### src/rtl/core/tpq_pkg.sv
// package: types, sizes and codes shared by the two-class priority queue
package tpq_pkg;

    localparam int PREF_DEPTH   = 16;
    localparam int NORMAL_DEPTH = 16;

    localparam int CODE_W = 40;

    // index, count and sum widths per class
    localparam int PREF_AW = (PREF_DEPTH > 1) ? $clog2(PREF_DEPTH) : 1;
    localparam int PREF_CW = $clog2(PREF_DEPTH + 1);
    localparam int PREF_SW = PREF_CW + 1;
    localparam int NORM_AW = (NORMAL_DEPTH > 1) ? $clog2(NORMAL_DEPTH) : 1;
    localparam int NORM_CW = $clog2(NORMAL_DEPTH + 1);
    localparam int NORM_SW = NORM_CW + 1;

    // command queue between front and back
    localparam int CQ_DEPTH = 2;
    localparam int CQ_AW    = 1;
    localparam int CQ_CW    = 2;

    // request codes
    localparam logic [1:0] REQ_NORMAL = 2'd0;
    localparam logic [1:0] REQ_PREF   = 2'd1;
    localparam logic [1:0] REQ_SERVE  = 2'd2;
    localparam logic [1:0] REQ_LIST   = 2'd3;

    // status codes
    localparam logic [2:0] ST_ACCEPTED = 3'd0;
    localparam logic [2:0] ST_SERVED   = 3'd1;
    localparam logic [2:0] ST_LISTED   = 3'd2;
    localparam logic [2:0] ST_EMPTY    = 3'd3;
    localparam logic [2:0] ST_FULL     = 3'd4;

    // command kinds after classification
    localparam logic [1:0] CMD_ARRIVE = 2'd0;
    localparam logic [1:0] CMD_SERVE  = 2'd1;
    localparam logic [1:0] CMD_LIST   = 2'd2;

    typedef struct packed {
        logic [1:0]        req_type;
        logic [CODE_W-1:0] code;
    } t_in_beat;

    typedef struct packed {
        logic [CODE_W-1:0] code_out;
        logic              is_preferential;
        logic [2:0]        status;
        logic              last;
    } t_out_beat;

    typedef struct packed {
        logic [1:0]        kind;
        logic              pref;
        logic [CODE_W-1:0] code;
    } t_cmd;

endpackage

### src/rtl/core/two_class_priority_queue.sv
// top level: two-class strict priority queue of 40-bit codes
// A request beat carries a type and a code. Normal arrivals join the tail of the
// normal class, preferential arrivals the tail of the preferential class; every
// preferential entry is served ahead of any normal one. Each request gives one
// result beat, except a list, which gives one beat per queued entry in service
// order with last set on the final one. A two-entry command queue takes
// request beats while earlier ones are carried out. An arrival, a full reject or an
// empty report goes from the command straight into the result register. A serve
// takes the command, reads the store and delivers; a list takes the command, reads
// the first entry, then delivers each entry while reading the next. Each class store
// has a registered read port, and the back handles one command at a time. A stall
// on the result side holds the result register and, once the command queue fills,
// stalls the request side. No clearing pass is needed after reset: head and count
// registers alone mark what each store holds.
module two_class_priority_queue (
    input  logic               i_clk,
    input  logic               i_rst_n,
    // request side
    input  logic               i_in_valid,
    output logic               o_in_stall,
    input  tpq_pkg::t_in_beat  i_in_beat,
    // result side
    output logic               o_out_valid,
    input  logic               i_out_stall,
    output tpq_pkg::t_out_beat o_out_beat
);

    // classified command from front to back
    logic          cmd_valid;
    tpq_pkg::t_cmd cmd;
    logic          cmd_pop;

    // front: accept and classify, queue up commands
    tpq_front u_front (
        .i_clk       (i_clk),
        .i_rst_n     (i_rst_n),
        .i_in_valid  (i_in_valid),
        .o_in_stall  (o_in_stall),
        .i_in_beat   (i_in_beat),
        .o_cmd_valid (cmd_valid),
        .o_cmd       (cmd),
        .i_cmd_pop   (cmd_pop)
    );

    // back: stores, counts, serve and list sequencing, result register
    tpq_back u_back (
        .i_clk       (i_clk),
        .i_rst_n     (i_rst_n),
        .i_cmd_valid (cmd_valid),
        .i_cmd       (cmd),
        .o_cmd_pop   (cmd_pop),
        .o_out_valid (o_out_valid),
        .i_out_stall (i_out_stall),
        .o_out_beat  (o_out_beat)
    );

endmodule

### src/rtl/core/tpq_front.sv
// front: accepts request beats, classifies them and queues commands for the back
module tpq_front (
    input  logic            i_clk,
    input  logic            i_rst_n,
    input  logic            i_in_valid,
    output logic            o_in_stall,
    input  tpq_pkg::t_in_beat i_in_beat,
    output logic            o_cmd_valid,
    output tpq_pkg::t_cmd   o_cmd,
    input  logic            i_cmd_pop
);

    tpq_pkg::t_cmd                r_q [tpq_pkg::CQ_DEPTH];
    logic [tpq_pkg::CQ_AW-1:0]    r_wp, n_wp;
    logic [tpq_pkg::CQ_AW-1:0]    r_rp, n_rp;
    logic [tpq_pkg::CQ_CW-1:0]    r_cnt, n_cnt;
    logic                         push;
    logic                         pop;
    tpq_pkg::t_cmd                cls;

    // classify the request
    always_comb begin
        cls.code = i_in_beat.code;
        cls.pref = 1'b0;
        unique case (i_in_beat.req_type)
            tpq_pkg::REQ_NORMAL: cls.kind = tpq_pkg::CMD_ARRIVE;
            tpq_pkg::REQ_PREF: begin
                cls.kind = tpq_pkg::CMD_ARRIVE;
                cls.pref = 1'b1;
            end
            tpq_pkg::REQ_SERVE:  cls.kind = tpq_pkg::CMD_SERVE;
            default:             cls.kind = tpq_pkg::CMD_LIST;
        endcase
    end

    assign o_in_stall  = (r_cnt == tpq_pkg::CQ_CW'(tpq_pkg::CQ_DEPTH));
    assign push        = i_in_valid && !o_in_stall;
    assign o_cmd_valid = (r_cnt != '0);
    assign pop         = i_cmd_pop && o_cmd_valid;
    assign o_cmd       = r_q[r_rp];

    always_comb begin
        n_wp  = push ? r_wp + 1'b1 : r_wp;
        n_rp  = pop ? r_rp + 1'b1 : r_rp;
        n_cnt = r_cnt + tpq_pkg::CQ_CW'(push) - tpq_pkg::CQ_CW'(pop);
    end

    always_ff @(posedge i_clk) begin
        if (!i_rst_n) begin
            r_wp  <= '0;
            r_rp  <= '0;
            r_cnt <= '0;
        end else begin
            r_wp  <= n_wp;
            r_rp  <= n_rp;
            r_cnt <= n_cnt;
        end
    end

    always_ff @(posedge i_clk) begin
        if (push) begin
            r_q[r_wp] <= cls;
        end
    end

endmodule

### src/rtl/core/tpq_back.sv
// back: class stores, head and count registers, serve and list sequencer, output register
module tpq_back (
    input  logic               i_clk,
    input  logic               i_rst_n,
    input  logic               i_cmd_valid,
    input  tpq_pkg::t_cmd      i_cmd,
    output logic               o_cmd_pop,
    output logic               o_out_valid,
    input  logic               i_out_stall,
    output tpq_pkg::t_out_beat o_out_beat
);

    localparam logic [1:0] S_IDLE  = 2'd0;
    localparam logic [1:0] S_ISSUE = 2'd1;
    localparam logic [1:0] S_READ  = 2'd2;

    localparam int PAW = tpq_pkg::PREF_AW;
    localparam int PCW = tpq_pkg::PREF_CW;
    localparam int PSW = tpq_pkg::PREF_SW;
    localparam int NAW = tpq_pkg::NORM_AW;
    localparam int NCW = tpq_pkg::NORM_CW;
    localparam int NSW = tpq_pkg::NORM_SW;
    localparam int CW  = tpq_pkg::CODE_W;

    logic [CW-1:0] pref_mem [tpq_pkg::PREF_DEPTH];
    logic [CW-1:0] norm_mem [tpq_pkg::NORMAL_DEPTH];

    logic [1:0]   r_state, n_state;
    logic [PAW-1:0] r_pref_head, n_pref_head;
    logic [PCW-1:0] r_pref_cnt, n_pref_cnt;
    logic [NAW-1:0] r_norm_head, n_norm_head;
    logic [NCW-1:0] r_norm_cnt, n_norm_cnt;
    logic [PAW-1:0] r_pref_ptr, n_pref_ptr;
    logic [PCW-1:0] r_pref_rem, n_pref_rem;
    logic [NAW-1:0] r_norm_ptr, n_norm_ptr;
    logic [NCW-1:0] r_norm_rem, n_norm_rem;
    logic         r_rd_pref, n_rd_pref;
    logic         r_rd_last, n_rd_last;
    logic [2:0]   r_rd_status, n_rd_status;
    logic [CW-1:0] r_pref_rdata;
    logic [CW-1:0] r_norm_rdata;
    logic         r_out_valid, n_out_valid;
    tpq_pkg::t_out_beat r_out, n_out;

    logic           out_free;
    logic           issue_go;
    logic           sel_pref;
    logic           iss_last;
    logic           pref_we;
    logic           norm_we;
    logic [PSW-1:0] pref_tsum;
    logic [PAW-1:0] pref_tail;
    logic [NSW-1:0] norm_tsum;
    logic [NAW-1:0] norm_tail;
    logic [PAW-1:0] pref_head_inc;
    logic [NAW-1:0] norm_head_inc;
    logic [PAW-1:0] pref_ptr_inc;
    logic [NAW-1:0] norm_ptr_inc;
    logic           pref_full;
    logic           norm_full;

    // tail positions and wrapped increments
    always_comb begin
        pref_tsum = PSW'(r_pref_head) + PSW'(r_pref_cnt);
        pref_tail = (pref_tsum >= PSW'(tpq_pkg::PREF_DEPTH))
                  ? PAW'(pref_tsum - PSW'(tpq_pkg::PREF_DEPTH)) : PAW'(pref_tsum);
        norm_tsum = NSW'(r_norm_head) + NSW'(r_norm_cnt);
        norm_tail = (norm_tsum >= NSW'(tpq_pkg::NORMAL_DEPTH))
                  ? NAW'(norm_tsum - NSW'(tpq_pkg::NORMAL_DEPTH)) : NAW'(norm_tsum);
        pref_head_inc = (r_pref_head == PAW'(tpq_pkg::PREF_DEPTH - 1))
                      ? '0 : r_pref_head + 1'b1;
        norm_head_inc = (r_norm_head == NAW'(tpq_pkg::NORMAL_DEPTH - 1))
                      ? '0 : r_norm_head + 1'b1;
        pref_ptr_inc  = (r_pref_ptr == PAW'(tpq_pkg::PREF_DEPTH - 1))
                      ? '0 : r_pref_ptr + 1'b1;
        norm_ptr_inc  = (r_norm_ptr == NAW'(tpq_pkg::NORMAL_DEPTH - 1))
                      ? '0 : r_norm_ptr + 1'b1;
        pref_full = (r_pref_cnt == PCW'(tpq_pkg::PREF_DEPTH));
        norm_full = (r_norm_cnt == NCW'(tpq_pkg::NORMAL_DEPTH));
    end

    assign out_free = !r_out_valid || !i_out_stall;
    assign sel_pref = (r_pref_rem != '0);
    assign iss_last = sel_pref ? ((r_pref_rem == PCW'(1)) && (r_norm_rem == '0))
                               : (r_norm_rem == NCW'(1));

    always_comb begin
        n_state     = r_state;
        n_pref_head = r_pref_head;
        n_pref_cnt  = r_pref_cnt;
        n_norm_head = r_norm_head;
        n_norm_cnt  = r_norm_cnt;
        n_pref_ptr  = r_pref_ptr;
        n_pref_rem  = r_pref_rem;
        n_norm_ptr  = r_norm_ptr;
        n_norm_rem  = r_norm_rem;
        n_rd_pref   = r_rd_pref;
        n_rd_last   = r_rd_last;
        n_rd_status = r_rd_status;
        n_out_valid = r_out_valid && i_out_stall;
        n_out       = r_out;
        o_cmd_pop   = 1'b0;
        issue_go    = 1'b0;
        pref_we     = 1'b0;
        norm_we     = 1'b0;

        unique case (r_state)
            S_IDLE: begin
                if (i_cmd_valid && out_free) begin
                    o_cmd_pop = 1'b1;
                    unique case (i_cmd.kind)
                        tpq_pkg::CMD_ARRIVE: begin
                            n_out_valid           = 1'b1;
                            n_out.code_out        = '0;
                            n_out.is_preferential = i_cmd.pref;
                            n_out.last            = 1'b1;
                            if (i_cmd.pref) begin
                                n_out.status = pref_full ? tpq_pkg::ST_FULL
                                                         : tpq_pkg::ST_ACCEPTED;
                                if (!pref_full) begin
                                    pref_we    = 1'b1;
                                    n_pref_cnt = r_pref_cnt + 1'b1;
                                end
                            end else begin
                                n_out.status = norm_full ? tpq_pkg::ST_FULL
                                                         : tpq_pkg::ST_ACCEPTED;
                                if (!norm_full) begin
                                    norm_we    = 1'b1;
                                    n_norm_cnt = r_norm_cnt + 1'b1;
                                end
                            end
                        end
                        tpq_pkg::CMD_SERVE: begin
                            n_rd_status = tpq_pkg::ST_SERVED;
                            n_pref_ptr  = r_pref_head;
                            n_norm_ptr  = r_norm_head;
                            n_pref_rem  = '0;
                            n_norm_rem  = '0;
                            if (r_pref_cnt != '0) begin
                                n_pref_rem  = PCW'(1);
                                n_pref_head = pref_head_inc;
                                n_pref_cnt  = r_pref_cnt - 1'b1;
                                n_state     = S_ISSUE;
                            end else if (r_norm_cnt != '0) begin
                                n_norm_rem  = NCW'(1);
                                n_norm_head = norm_head_inc;
                                n_norm_cnt  = r_norm_cnt - 1'b1;
                                n_state     = S_ISSUE;
                            end else begin
                                n_out_valid = 1'b1;
                                n_out       = '{code_out: '0, is_preferential: 1'b0,
                                                status: tpq_pkg::ST_EMPTY, last: 1'b1};
                            end
                        end
                        tpq_pkg::CMD_LIST: begin
                            n_rd_status = tpq_pkg::ST_LISTED;
                            n_pref_ptr  = r_pref_head;
                            n_norm_ptr  = r_norm_head;
                            n_pref_rem  = r_pref_cnt;
                            n_norm_rem  = r_norm_cnt;
                            if ((r_pref_cnt == '0) && (r_norm_cnt == '0)) begin
                                n_out_valid = 1'b1;
                                n_out       = '{code_out: '0, is_preferential: 1'b0,
                                                status: tpq_pkg::ST_EMPTY, last: 1'b1};
                            end else begin
                                n_state = S_ISSUE;
                            end
                        end
                        default: begin
                        end
                    endcase
                end
            end
            S_ISSUE: begin
                issue_go = 1'b1;
                n_state  = S_READ;
            end
            S_READ: begin
                if (out_free) begin
                    n_out_valid           = 1'b1;
                    n_out.code_out        = r_rd_pref ? r_pref_rdata : r_norm_rdata;
                    n_out.is_preferential = r_rd_pref;
                    n_out.status          = r_rd_status;
                    n_out.last            = r_rd_last;
                    if (r_rd_last) begin
                        n_state = S_IDLE;
                    end else begin
                        issue_go = 1'b1;
                    end
                end
            end
            default: n_state = S_IDLE;
        endcase

        // read of the next entry in service order
        if (issue_go) begin
            n_rd_pref = sel_pref;
            n_rd_last = iss_last;
            if (sel_pref) begin
                n_pref_ptr = pref_ptr_inc;
                n_pref_rem = r_pref_rem - 1'b1;
            end else begin
                n_norm_ptr = norm_ptr_inc;
                n_norm_rem = r_norm_rem - 1'b1;
            end
        end
    end

    always_ff @(posedge i_clk) begin
        if (!i_rst_n) begin
            r_state     <= S_IDLE;
            r_pref_head <= '0;
            r_pref_cnt  <= '0;
            r_norm_head <= '0;
            r_norm_cnt  <= '0;
            r_pref_rem  <= '0;
            r_norm_rem  <= '0;
            r_out_valid <= 1'b0;
        end else begin
            r_state     <= n_state;
            r_pref_head <= n_pref_head;
            r_pref_cnt  <= n_pref_cnt;
            r_norm_head <= n_norm_head;
            r_norm_cnt  <= n_norm_cnt;
            r_pref_rem  <= n_pref_rem;
            r_norm_rem  <= n_norm_rem;
            r_out_valid <= n_out_valid;
        end
    end

    always_ff @(posedge i_clk) begin
        r_pref_ptr  <= n_pref_ptr;
        r_norm_ptr  <= n_norm_ptr;
        r_rd_pref   <= n_rd_pref;
        r_rd_last   <= n_rd_last;
        r_rd_status <= n_rd_status;
        r_out       <= n_out;
    end

    // class stores, one write and one registered read each
    always_ff @(posedge i_clk) begin
        if (pref_we) begin
            pref_mem[pref_tail] <= i_cmd.code;
        end
        if (issue_go && sel_pref) begin
            r_pref_rdata <= pref_mem[r_pref_ptr];
        end
    end

    always_ff @(posedge i_clk) begin
        if (norm_we) begin
            norm_mem[norm_tail] <= i_cmd.code;
        end
        if (issue_go && !sel_pref) begin
            r_norm_rdata <= norm_mem[r_norm_ptr];
        end
    end

    assign o_out_valid = r_out_valid;
    assign o_out_beat  = r_out;

endmodule

### config.mk
export PLATFORM = sky130hd
export DESIGN_NAME = two_class_priority_queue
export DESIGN_NICKNAME = d
export VERILOG_FILES = /design/src/rtl/core/tpq_pkg.sv /design/src/rtl/core/two_class_priority_queue.sv /design/src/rtl/core/tpq_front.sv /design/src/rtl/core/tpq_back.sv
export SDC_FILE = /design/constraint.sdc
export NUM_CORES = 2
export LEC_CHECK = 0
export ABC_CLOCK_PERIOD_IN_PS = 12750
export BUFFER_PORTS_ARGS = -buffer_cell sky130_fd_sc_hd__buf_2
export CORE_ASPECT_RATIO = 0.9
export CORE_UTILIZATION = 35
export DETAILED_ROUTE_END_ITERATION = 8
export PLACE_DENSITY = 0.6
export SYNTH_ARGS = -nofsm -noshare
export SYNTH_HDL_FRONTEND = slang
export SYNTH_HIERARCHICAL = 1
export SYNTH_SLANG_ARGS = --single-unit
### constraint.sdc
create_clock -name i_clk -period 12.75 [get_ports i_clk]
set_input_delay 0.6375 -clock i_clk [delete_from_list [all_inputs] [get_ports i_clk]]
set_output_delay 0.6375 -clock i_clk [all_outputs]
set_load 0.02 [all_outputs]
==> out/results.ini <==
[min_path]
hold_path_class = input port to register
worstHoldPathCells = 1

[clock_network]
cts_buffers = 159
cts_tree = yes
hold_buffers = 34
cts_root_buf = clkbuf_16
cts_sinks = 1539
cts_setup_buffers = 0
path_clk_slew_ns = 0.06
clock_latency_ns = 0.80
h-tree-depth = 4
clock_path_buffers = 3
cts_resized = 0

[synth]
syn_avg_cell_area_um2 = 23.1
seq_area_frac_synth_pct = 77.6
syn_nets = 2639
synth_seq_cells = 1539
synth_edf_count = 1495
synthesis.area_um2 = 59000
ys_types = 60
netlist_instances = 2559
async_reset_ff_share_pct = 0
ys.flop_type = edfxtp_1
yosys_warnings = 6

[worst_setup_path]
cp-start-kind = register
critPathKind = register to register
cp_max_fo = 21
r2r_slack_ns = 8.66
crit_cells = 7
crit_path_cell_trace = mux2_4 > inv_1 > ha_1 > nand3_1 > or4_1 > nor2_4 > buf_4
cpMaxStageDelayCell = nor2_4
endpoint_kind = register
arrival_ns = 4.50
max_stage_delay_ns = 0.80
required_ns = 13.16
path_buf_inv = 2
worstRegToRegCells = 7
critPathTopFamily = simple AND/OR/NAND/NOR gates

[die]
rows = 142
start_util_pct = 35.3
coreArea_um2 = 167000
die_h_um = 392
pin_count = 93
die_area_um2 = 170000
die_x_um = 435

[drt]
antenna_left = 0
drc = 0
routed_via_density = 5.19
routedWlPerCell_um = 26.4
drt-initial-drc-count = 2330
num_vias = 26700
firstDrtPassIters = 5
routed_wl_mm = 135

[placed_design]
portBuffers = 92
dpl_cell_area_um2 = 62400
gp_congestion = 0.750
pre_cts_ws_ns = 8.63
dpl.hpwl_mm = 69.3

[timing]
setup_viol = 0
hold_ws_ns = 0.0621
fin_skew_ns = 0.0448
fin_crit_sh_pct = 32.1
slew_viol_final = 0
rsz0062_at_grt = false
hold_violations = 0
max_freq_mhz = 244
worst_slack_ns = 8.66
period_minus_slack_ns = 4.09
timing.slew.headroom_pct = 29.7
tightest_slew_ns = 1.06
setup_tns_ns = 0

[finish]
layout_commonest_cell = edfxtp_1
nFillCells = 14600
layout_common_cells = 1,495 x edfxtp_1, 399 x mux4_2, 160 x clkbuf_16
antenna_cells = 0
drive_above_1_share_pct = 29.6
fin_area_um2 = 67800
final_nets = 2862
syn_to_final_growth_pct = 14.9

[outcome]
status = finished clean

[grt]
antenna_found_initial = 0
grt_max_degree = 61
grtUsageTotal_pct = 16.0
grt_pass1_wl_mm = 196
grt_pass1_vias = 27600
grt-ovfl-total = 0

[pwr]
leakagePower_nw = 20.8
power_density_nw_per_um2 = 200
ir_worst_vdd_mv = 0.132

[run]
drv_cap = 0

## layout make-up
| type | count | area, um2 | area share [%] |
|---|---|---|---|
| Clock buffer | 188 | 4130 | 6.09 |
| Multi-Input combinational cell | 867 | 12800 | 18.9 |
| Inverter | 35 | 131 | 0.194 |
| Clock inverter | 98 | 943 | 1.39 |
| Tap cell | 2232 | 2790 | 4.12 |
| Timing Repair Buffer | 180 | 1210 | 1.78 |
| Sequential cell | 1539 | 45800 | 67.6 |
## cell families after synthesis
family | count (synthesis) | synth area share (%)
compound gates | 93 | 1.07
fa+ha+maj | 34 | 0.772
simple gates | 230 | 1.97
buf+inv | 153 | 1.19
xor+xnor | 21 | 0.312
mux | 489 | 17.1
flops | 1539 | 77.6
## registers in the layout, summed over array words and instances, names as in the netlist, 5 cells and up, named ones only
register,flops
u_back/norm_mem,640
u_back/o_out_beat,45
u_back/pref_mem,640
u_back/r_norm_cnt,5
u_back/r_norm_rdata,40
u_back/r_norm_rem,5
u_back/r_pref_cnt,5
u_back/r_pref_rdata,40
u_back/r_pref_rem,5
u_front/r_q,86
## cells in the mapped netlist (all sizes together) (5+ instances only)
master  count  area (um2)
inv        34         128
a211oi      8        60.1
mux2       44         646
nand2      53         199
ha         30         375
nand3      18        90.1
nor2       64         240
xor2        6        52.6
dfxtp      44         881
xnor2      15         131
a31oi      11        68.8
a21oi      22         114
mux4      399        8990
o21ai      19        95.1
and2        5        31.3
edfxtp   1495       44900
nand2b      8        50.1
clkbuf     54         203
nor2b      44         275
or4         5        45.0
a21o        7        52.6
mux2i      46         460
nor3       12        60.1
buf        64         367
## worst paths after layout
path / startpoint / end
worst max-delay path: register / u_back/pref_mem[14][0]$_DFFE_PP_
worst min-delay path: i_in_beat[30] / u_front/r_q[1][30]$_DFFE_PP_
worst max register to register: register / u_back/pref_mem[14][0]$_DFFE_PP_
worst min register to register: u_back/r_state[1]$_SDFFE_PN0P_ / u_back/r_state[1]$_SDFFE_PN0P_
## metal layers
layer	vias up	wire length, um	track usage, %
li1	11200	-	-
met5	-	0	0
met1	14600	58200	21.4
met3	156	6890	2.68
met4	0	2380	4.27
met2	713	68000	27.0
## stage by stage
step	utilization, %	power [mW]	std cells
2_1_floorplan	-	8.44	2559
3_3_place_gp	37.4	9.21	4819
3_5_place_dp	37.4	9.25	4819
4_1_cts	40.6	13.7	5139
5_1_grt	40.6	14.1	5139
6_report	40.6	13.5	5139
## power breakdown
| part | internal [mW] | switching, mW |
|---|---|---|
| Combinational | 1.16 | 1.46 |
| Clock | 2.52 | 1.95 |
| Sequential | 6.24 | 0.217 |
| Total | 9.92 | 3.63 |
Note: power is estimated with default switching activity, not from simulation.
